--- config.mk ---
export PLATFORM = sky130hd
export DESIGN_NAME = kpat_cell
export DESIGN_NICKNAME = d
export VERILOG_FILES = /design/src/rtl/core/kpat_pkg.sv /design/src/rtl/core/kpat_cell.sv
export SDC_FILE = /design/constraint.sdc
export NUM_CORES = 1
export LEC_CHECK = 0
export ABC_AREA = 0
export BUFFER_PORTS_ARGS = -buffer_cell sky130_fd_sc_hd__buf_2
export CAP_MARGIN = 25
export CORE_AREA = 2 2 312 314
export CTS_CLUSTER_DIAMETER = 80
export CTS_CLUSTER_SIZE = 28
export DETAILED_ROUTE_END_ITERATION = 16
export DIE_AREA = 0 0 314 316
export GPL_TIMING_DRIVEN = 0
export PLACE_DENSITY = 0.59
export SLEW_MARGIN = 20
export SYNTH_ARGS = -nofsm -noshare
export SYNTH_HDL_FRONTEND = slang
export SYNTH_SLANG_ARGS = --single-unit
export TNS_END_PERCENT = 20
--- constraint.sdc ---
create_clock -name clk -period 12.9 [get_ports clk]
set_clock_uncertainty 0.15 [all_clocks]
set_input_delay 2.58 -clock clk [delete_from_list [all_inputs] [get_ports clk]]
set_output_delay 2.58 -clock clk [all_outputs]
set_load 0.03 [all_outputs]
--- src/rtl/core/kpat_pkg.sv ---
// Shared types and codes for the keyed profile accumulator table.
`default_nettype none
package kpat_pkg;

  // operation codes carried in tuser of the input channel
  localparam logic [1:0] MODE_RECORD = 2'd0;
  localparam logic [1:0] MODE_CLEAR  = 2'd1;
  localparam logic [1:0] MODE_COUNT  = 2'd2;
  localparam logic [1:0] MODE_GET    = 2'd3;

  localparam int KEY_W  = 32;
  localparam int TIME_W = 48;
  localparam int SUM_W  = 64;
  localparam int IDX_W  = 8;
  localparam int OCC_W  = 7;

  // request held for the whole walk and broadcast to every cell
  typedef struct packed {
    logic [1:0]        mode;
    logic [KEY_W-1:0]  dim_m;
    logic [KEY_W-1:0]  dim_n;
    logic [KEY_W-1:0]  dim_k;
    logic [TIME_W-1:0] pack_time;
    logic [TIME_W-1:0] kernel_time;
    logic [IDX_W-1:0]  slot_index;
  } kpat_req_t;

  // control token handed from cell to cell
  typedef struct packed {
    logic vld;       // token sits at this point of the chain
    logic ok;        // record placed, or get found an occupied slot
    logic counting;  // count walk has not yet met an empty slot
  } kpat_tok_t;

  // slot contents picked up by a get
  typedef struct packed {
    logic [KEY_W-1:0] dim_m;
    logic [KEY_W-1:0] dim_n;
    logic [KEY_W-1:0] dim_k;
    logic [SUM_W-1:0] calls;
    logic [SUM_W-1:0] pack_sum;
    logic [SUM_W-1:0] kernel_sum;
  } kpat_dat_t;

endpackage
`default_nettype wire

--- src/rtl/core/kpat_cell.sv ---
// One table slot: holds its key and sums and acts on the token passing through.
`default_nettype none
module kpat_cell
  import kpat_pkg::*;
#(
  parameter int CELL_ID = 0,
  parameter int CNT_W   = 7
) (
  input  wire logic             clk,
  input  wire logic             rst_n,
  input  wire kpat_req_t        req_i,
  input  wire kpat_tok_t        tok_i,
  input  wire kpat_dat_t        dat_i,
  input  wire logic [CNT_W-1:0] cnt_i,
  output kpat_tok_t             tok_o,
  output kpat_dat_t             dat_o,
  output logic [CNT_W-1:0]      cnt_o
);

  logic [KEY_W-1:0] key_m_r, key_m_nxt;
  logic [KEY_W-1:0] key_n_r, key_n_nxt;
  logic [KEY_W-1:0] key_k_r, key_k_nxt;
  logic [SUM_W-1:0] calls_r, calls_nxt;
  logic [SUM_W-1:0] pack_r, pack_nxt;
  logic [SUM_W-1:0] kern_r, kern_nxt;

  kpat_tok_t        tok_r, tok_nxt;
  kpat_dat_t        dat_r, dat_nxt;
  logic [CNT_W-1:0] cnt_r, cnt_nxt;

  logic hit;
  logic empty;
  logic idx_match;

  assign hit   = (key_m_r == req_i.dim_m) && (key_n_r == req_i.dim_n) &&
                 (key_k_r == req_i.dim_k);
  assign empty = (calls_r == '0);
  assign idx_match = ({24'd0, req_i.slot_index} == 32'(CELL_ID));

  // slot update and token handling
  always_comb begin
    key_m_nxt = key_m_r;
    key_n_nxt = key_n_r;
    key_k_nxt = key_k_r;
    calls_nxt = calls_r;
    pack_nxt  = pack_r;
    kern_nxt  = kern_r;
    tok_nxt   = tok_i;
    dat_nxt   = dat_i;
    cnt_nxt   = cnt_i;
    if (tok_i.vld) begin
      case (req_i.mode)
        MODE_RECORD: begin
          if (!tok_i.ok && (hit || empty)) begin
            key_m_nxt  = req_i.dim_m;
            key_n_nxt  = req_i.dim_n;
            key_k_nxt  = req_i.dim_k;
            calls_nxt  = calls_r + 64'd1;
            pack_nxt   = pack_r + {{(SUM_W-TIME_W){1'b0}}, req_i.pack_time};
            kern_nxt   = kern_r + {{(SUM_W-TIME_W){1'b0}}, req_i.kernel_time};
            tok_nxt.ok = 1'b1;
          end
        end
        MODE_CLEAR: begin
          key_m_nxt = '0;
          key_n_nxt = '0;
          key_k_nxt = '0;
          calls_nxt = '0;
          pack_nxt  = '0;
          kern_nxt  = '0;
        end
        MODE_COUNT: begin
          if (tok_i.counting && !empty) begin
            cnt_nxt = CNT_W'(cnt_i + 1'b1);
          end else begin
            tok_nxt.counting = 1'b0;
          end
        end
        MODE_GET: begin
          if (idx_match && !empty) begin
            tok_nxt.ok         = 1'b1;
            dat_nxt.dim_m      = key_m_r;
            dat_nxt.dim_n      = key_n_r;
            dat_nxt.dim_k      = key_k_r;
            dat_nxt.calls      = calls_r;
            dat_nxt.pack_sum   = pack_r;
            dat_nxt.kernel_sum = kern_r;
          end
        end
        default: begin
        end
      endcase
    end
  end

  // counts and sums reset to zero; keys are unseen while the count is zero
  always_ff @(posedge clk) begin
    if (!rst_n) begin
      calls_r <= '0;
      pack_r  <= '0;
      kern_r  <= '0;
      tok_r   <= '0;
    end else begin
      calls_r <= calls_nxt;
      pack_r  <= pack_nxt;
      kern_r  <= kern_nxt;
      tok_r   <= tok_nxt;
    end
  end

  always_ff @(posedge clk) begin
    key_m_r <= key_m_nxt;
    key_n_r <= key_n_nxt;
    key_k_r <= key_k_nxt;
    dat_r   <= dat_nxt;
    cnt_r   <= cnt_nxt;
  end

  assign tok_o = tok_r;
  assign dat_o = dat_r;
  assign cnt_o = cnt_r;

endmodule
`default_nettype wire

; After elaboration in Yosys (flattened, before gate mapping)
; Index checks and enable logic that the tools add are counted.
[op_classes]
eq_ne = 7
n_mux = 24
n_addsub = 4
n_reduce_logical = 13
[op_table]
columns = op, count
row1 = 288-bit two-way mux, 3
row2 = 64-bit case mux with 2 select lines, 3
row3 = 64-bit two-way mux, 3
row4 = 32-bit case mux with 2 select lines, 3
row5 = 64-bit by 48-bit adder with 64-bit output, 2
row6 = 32-bit == test, 3
row7 = 32-bit two-way mux, 3
row8 = 64-bit by 1-bit adder with 64-bit output (second input constant), 1
row9 = 64-bit logical NOT, 1
row10 = 7-bit two-way mux, 3
row11 = 8-bit logical NOT, 1
row12 = 7-bit by 1-bit adder with 7-bit output (second input constant), 1
row13 = 1-bit logical AND, 5
row14 = 2-bit == test (second input constant), 2
row15 = 1-bit two-way mux, 4
row16 = 3-bit AND reduction, 1
row17 = 2-bit by 1-bit == test with 1-bit output (second input constant), 1
row18 = 1-bit logical NOT, 2
row19 = 2-bit logical NOT, 1
row20 = 2-bit two-way mux, 1
row21 = 2-bit != test (second input constant), 1
row22 = 1-bit case mux with 2 select lines, 1
row23 = 2-bit nonzero test, 1
row24 = 1-bit logical OR, 1
[totals]
elab_cells = 64
reg_bits = 586
out_inout_bits = 298
input_bits = 502

; Longest topological paths before layout
[logic_depth]
word_depth = 8
depth_mapped = 15
mapped_depth_nobuf = 12

; Least setup slack after synthesis
; No wires, ideal clock.
[synth_timing]
kind = input -> register
startpoint = input port req_i[154] (netlist name)
endpoint = register key_k_r[0] (enable)
path_buffers = 2
cell_stages = 9
slack_ps = 7047
t_arrival_ps = 5288
path_cell_list = xor2_1 -> nor4_1 -> nand4_1 -> nor4_2 -> and3_1 -> o21ai_2 -> inv_2 -> buf_2 -> buf_2
[synth_between]
elab_chain_cells = 7
[synth_rtl]
columns = item, line
row1 = start: declaration, kpat_cell.sv:11  ; input wire kpat_req_t req_i,
row2 = 32-bit == test, kpat_cell.sv:35  ; assign hit = (key_m_r == req_i.dim_m) && (key_n_r == req_i.dim_n) &&
row3 = 1-bit logical AND (2 in series), kpat_cell.sv:35
row4 = 1-bit logical OR, kpat_cell.sv:54  ; if (!tok_i.ok && (hit || empty)) begin
row5 = 1-bit logical AND, kpat_cell.sv:54
row6 = 2-bit != test (no source line), -
row7 = 3-bit AND reduction (no source line), -
row8 = end signal: assignment, kpat_cell.sv:114  ; key_k_r <= key_k_nxt;
row9 = end: declaration, kpat_cell.sv:22  ; logic [KEY_W-1:0] key_k_r, key_k_nxt;
; No other way between the ends.
; A chain may end at the register's enable or synchronous reset.

; Worst setup path after layout
[layout_timing]
startpoint = input port req_i[111] (netlist name)
endpoint = register key_k_r[19] (enable)
[layout_between]
elab_chain_cells = 6
[layout_rtl]
columns = item, line
row1 = 32-bit == test, kpat_cell.sv:36  ; (key_k_r == req_i.dim_k);
row2 = 1-bit logical AND, kpat_cell.sv:35
row3 = 1-bit logical OR, kpat_cell.sv:54
row4 = 1-bit logical AND, kpat_cell.sv:54
row5 = 2-bit != test (no source line), -
row6 = 3-bit AND reduction (no source line), -
; No other way between the ends.

==> results.cfg <==
[finish]
final_net_count = 4290
drive_above_1_share = 0.3432
layout.filler_cells = 9836
layout.core_utilization = 0.3707
area.sequential_um2 = 12690
mostFrequentLayoutCells = buf_2 (844), dfxtp_1 (490), mux2_2 (294)
multi_input_area_um2 = 14790
layout_commonest_cell = buf_2
syn2layout_area_growth_pct = 25.67

[detailed_routing]
drt-initial-drc-count = 1671
drt.antenna.violating_nets = 0
detail_route.wirelength_mm = 119.4
vias = 25060
count_of_tritonroute_iterations_in_the_first_routing_pass = 6
wl_per_cell_um = 23.87
drt_drc_violations_left = 0
route.detailed.vias_per_inst = 5.011

[timing]
period_minus_slack_ns = 6.411
finalHoldViolations = 0
finalSetupTns_ns = 0
worst_slew_pin_slew_ns = 1.044
hold_slack_ns = 0.3298
fin_ws_ns = 6.489
max_freq_mhz = 156.0
slew_headroom = 0.3041
number_of_max_slew_violations_in_the_final_report = 0
rsz_0062_raised_after_global_routing = no
layout_worst_path_cycle_share = 0.4970
setup_viol = 0

[pwr]
p_clk_frac = 0.367
power.combinational.fraction = 0.158
power.internal_uw = 2874
power.share.switching = 0.3086
power.leakage_uw = 0.01497
design_power_total_uw = 4157
power_density_nw_per_um2 = 116.8
p_sw_uw = 1283
vdd.ir_drop.worst_v = 0.0001125
seq_power_share = 0.476

[cts]
ctsLongestPathBuffers = 3
clk_pin_slew_ns = 0.08
cts.hold.buffers_added = 0
post_cts_resize_count = 0
cts_buffers = 41
cts.sinks = 586
post-cts-setup-buffers = 0
clock_latency_ns = 0.64
clockRootBuffer = clkbuf_16
cts_htree_levels = 2
cts_tree = built

[placed_design]
post-place-ws_ns = 5.731
globalplace.congestion = 0.9480
place_hpwl_mm = 96.67
io_buffer_count = 799

[run]
maxCapViolCount = 0

[worst_setup_path]
timing.critical_path.to_type = flip-flop
critical_path.top_delay_family = simple AND/OR/NAND/NOR gates
worstPathBufferInverterCount = 5
cp-start-kind = input pin
path_cells = buf_2, xor2_1, nor4_1, nand4_1, nor4_2, and3_1, o21ai_2, inv_2, buf_2, buf_6, buf_16
worst-path-max-fanout = 60
worst-setup-path-type = input pin to flip-flop
r2r_start = key_m_r[1]$_SDFFCE_PP0P_
startpoint = req_i[111]
worst-endpoint-required_ns = 13.03
cp_common_cell = buf_2
critical_path.max_stage_delay_ns = 0.75
critical_path_arrival_ns = 6.54
critical-path-slowest-cell = nor4_2

[logic_synthesis]
synth_fp_nets = 3441
synthDistinctLibCells = 97
synthesis.yosys.warnings = 0
synth-seq-cells = 586
synth-edff-count = 96
postSynth.topFlopCell = dfxtp_1
post_synth_inst_count = 2834
synth.cell_area_um2 = 28310
synth-async-reset-ratio = 0
synth-seq-area-share = 0.4483
syn_avg_cell_area_um2 = 9.991

[floorplan]
design.portCount = 800
floorplan.initialDensity = 0.2950
dieHeight_um = 316
rows = 114
floorplan.die.width_um = 314
design.die.area_um2 = 99220
core_area_um2 = 95990

[grt]
largest_net_degree_at_the_start_of_global_routing = 61
grt_pass1_vias = 24580
first_pass_grt_wire_length_mm = 167.3
grt.overflow.total = 0
antenna_found_initial = 47
grt_usage = 0.2307

[worst_hold_path]
worstHoldStart = kern_r[7]$_SDFFE_PN0P_
hp-class = flip-flop to flip-flop

[run_status]
outcome = completed
## cells by family (layout without fill, tap and decap cells)
family | Yosys count | count (layout) | share of synthesized area
AND/OR/NAND/NOR | 874 | 874 | 0.1599
multiplexers | 301 | 301 | 0.1197
flip-flops | 586 | 586 | 0.4483
XOR/XNOR | 240 | 240 | 0.07424
adder cells (fa/ha/maj) | 105 | 105 | 0.04693
other | 0 | 10 | 0
buffers and inverters | 208 | 1089 | 0.03031
AO/OA/AOI/OAI | 520 | 520 | 0.1207
## synth_stat cells, types with 7 or more instances
| master | count | area (µm²) |
|---|---|---|
| a21o_1 | 57 | 427.9 |
| or2_2 | 8 | 50.05 |
| nand4_1 | 62 | 387.9 |
| dfxtp_1 | 490 | 9809 |
| nand3_1 | 78 | 390.4 |
| a22oi_1 | 24 | 180.2 |
| and3_1 | 49 | 306.5 |
| ha_1 | 103 | 1289 |
| nor4_1 | 53 | 331.6 |
| a21boi_0 | 7 | 52.55 |
| inv_1 | 65 | 244.0 |
| xnor2_1 | 90 | 788.3 |
| o21bai_1 | 18 | 135.1 |
| a22o_1 | 13 | 113.9 |
| nand2_1 | 165 | 619.3 |
| edfxtp_1 | 96 | 2883 |
| and2_1 | 18 | 112.6 |
| nor2b_1 | 107 | 669.4 |
| a21oi_1 | 177 | 885.9 |
| clkbuf_1 | 87 | 326.6 |
| o21ai_0 | 66 | 330.3 |
| o22ai_1 | 10 | 62.56 |
| nand2b_1 | 9 | 56.30 |
| and4_1 | 9 | 78.83 |
| o21a_1 | 16 | 120.1 |
| o211ai_1 | 16 | 120.1 |
| a211oi_1 | 17 | 127.6 |
| or3_1 | 23 | 143.9 |
| nor3_1 | 50 | 250.2 |
| xor2_1 | 150 | 1314 |
| a31oi_1 | 14 | 87.58 |
| mux2_2 | 294 | 3311 |
| nor2_1 | 207 | 777.0 |
| buf_2 | 46 | 230.2 |
| o31ai_1 | 11 | 82.58 |
## metal layers
layer	share of wire	routed length (µm)	up-vias	track usage
li1	-	-	11900	-
met1	0.39	47040	11960	0.2671
met2	0.51	61390	967	0.4282
met3	0.059	7004	205	0.03732
met4	0.032	3787	26	0.07916
met5	0.0013	154	-	0
## power groups by stage
stage               registers (µW)  clock network, µW  logic [µW]
floorplan                     2110                  0         288
global placement              2020                  0         647
detailed placement            2020                  0         654
CTS                           1980               1570         658
global route                  1980               1620         707
finish                        1980               1520         655
## worst min-delay path: cells and delay by family (launching register included)
family / cells / cell delay [ns]
flops: 1 / 0.33
compound gates: 1 / 0.05
simple gates: 1 / 0.06
## state kept, by name (all words and copies together) (netlist names)
name / count
cnt_o: 7
key_m_r: 32
kern_r: 64
pack_r: 64
key_k_r: 32
dat_o: 288
key_n_r: 32
tok_o: 3
calls_r: 64
## path summary, 6_finish.rpt
| path | end | slack, ns | cells after the start |
|---|---|---|---|
| worst max register to register | key_k_r[19]$_SDFFCE_PP0P_ | 8.05 | 10 |
| worst min-delay path | kern_r[7]$_SDFFE_PN0P_ | 0.33 | 2 |
| worst min register to register | kern_r[7]$_SDFFE_PN0P_ | 0.33 | 2 |
| worst max-delay path | key_k_r[19]$_SDFFCE_PP0P_ | 6.49 | 11 |
## metrics by stage
stage	instance area, µm²	cells
3_3_place_gp	33910	4909
6_report	35580	5001
3_5_place_dp	34020	4916
2_1_floorplan	28310	2834
4_1_cts	35560	4991
5_1_grt	35580	4998
## cell type report
type | instances | area share
Buffer | 142 | 0.01741
Timing Repair Buffer | 806 | 0.1144
Inverter | 66 | 0.006962
Antenna cell | 10 | 0.0007033
Multi-Input combinational cell | 2040 | 0.4156
Clock inverter | 33 | 0.01414
Sequential cell | 586 | 0.3567
Clock buffer | 42 | 0.02922
Tap cell | 1276 | 0.04487
(Power assumes the default switching activity.)
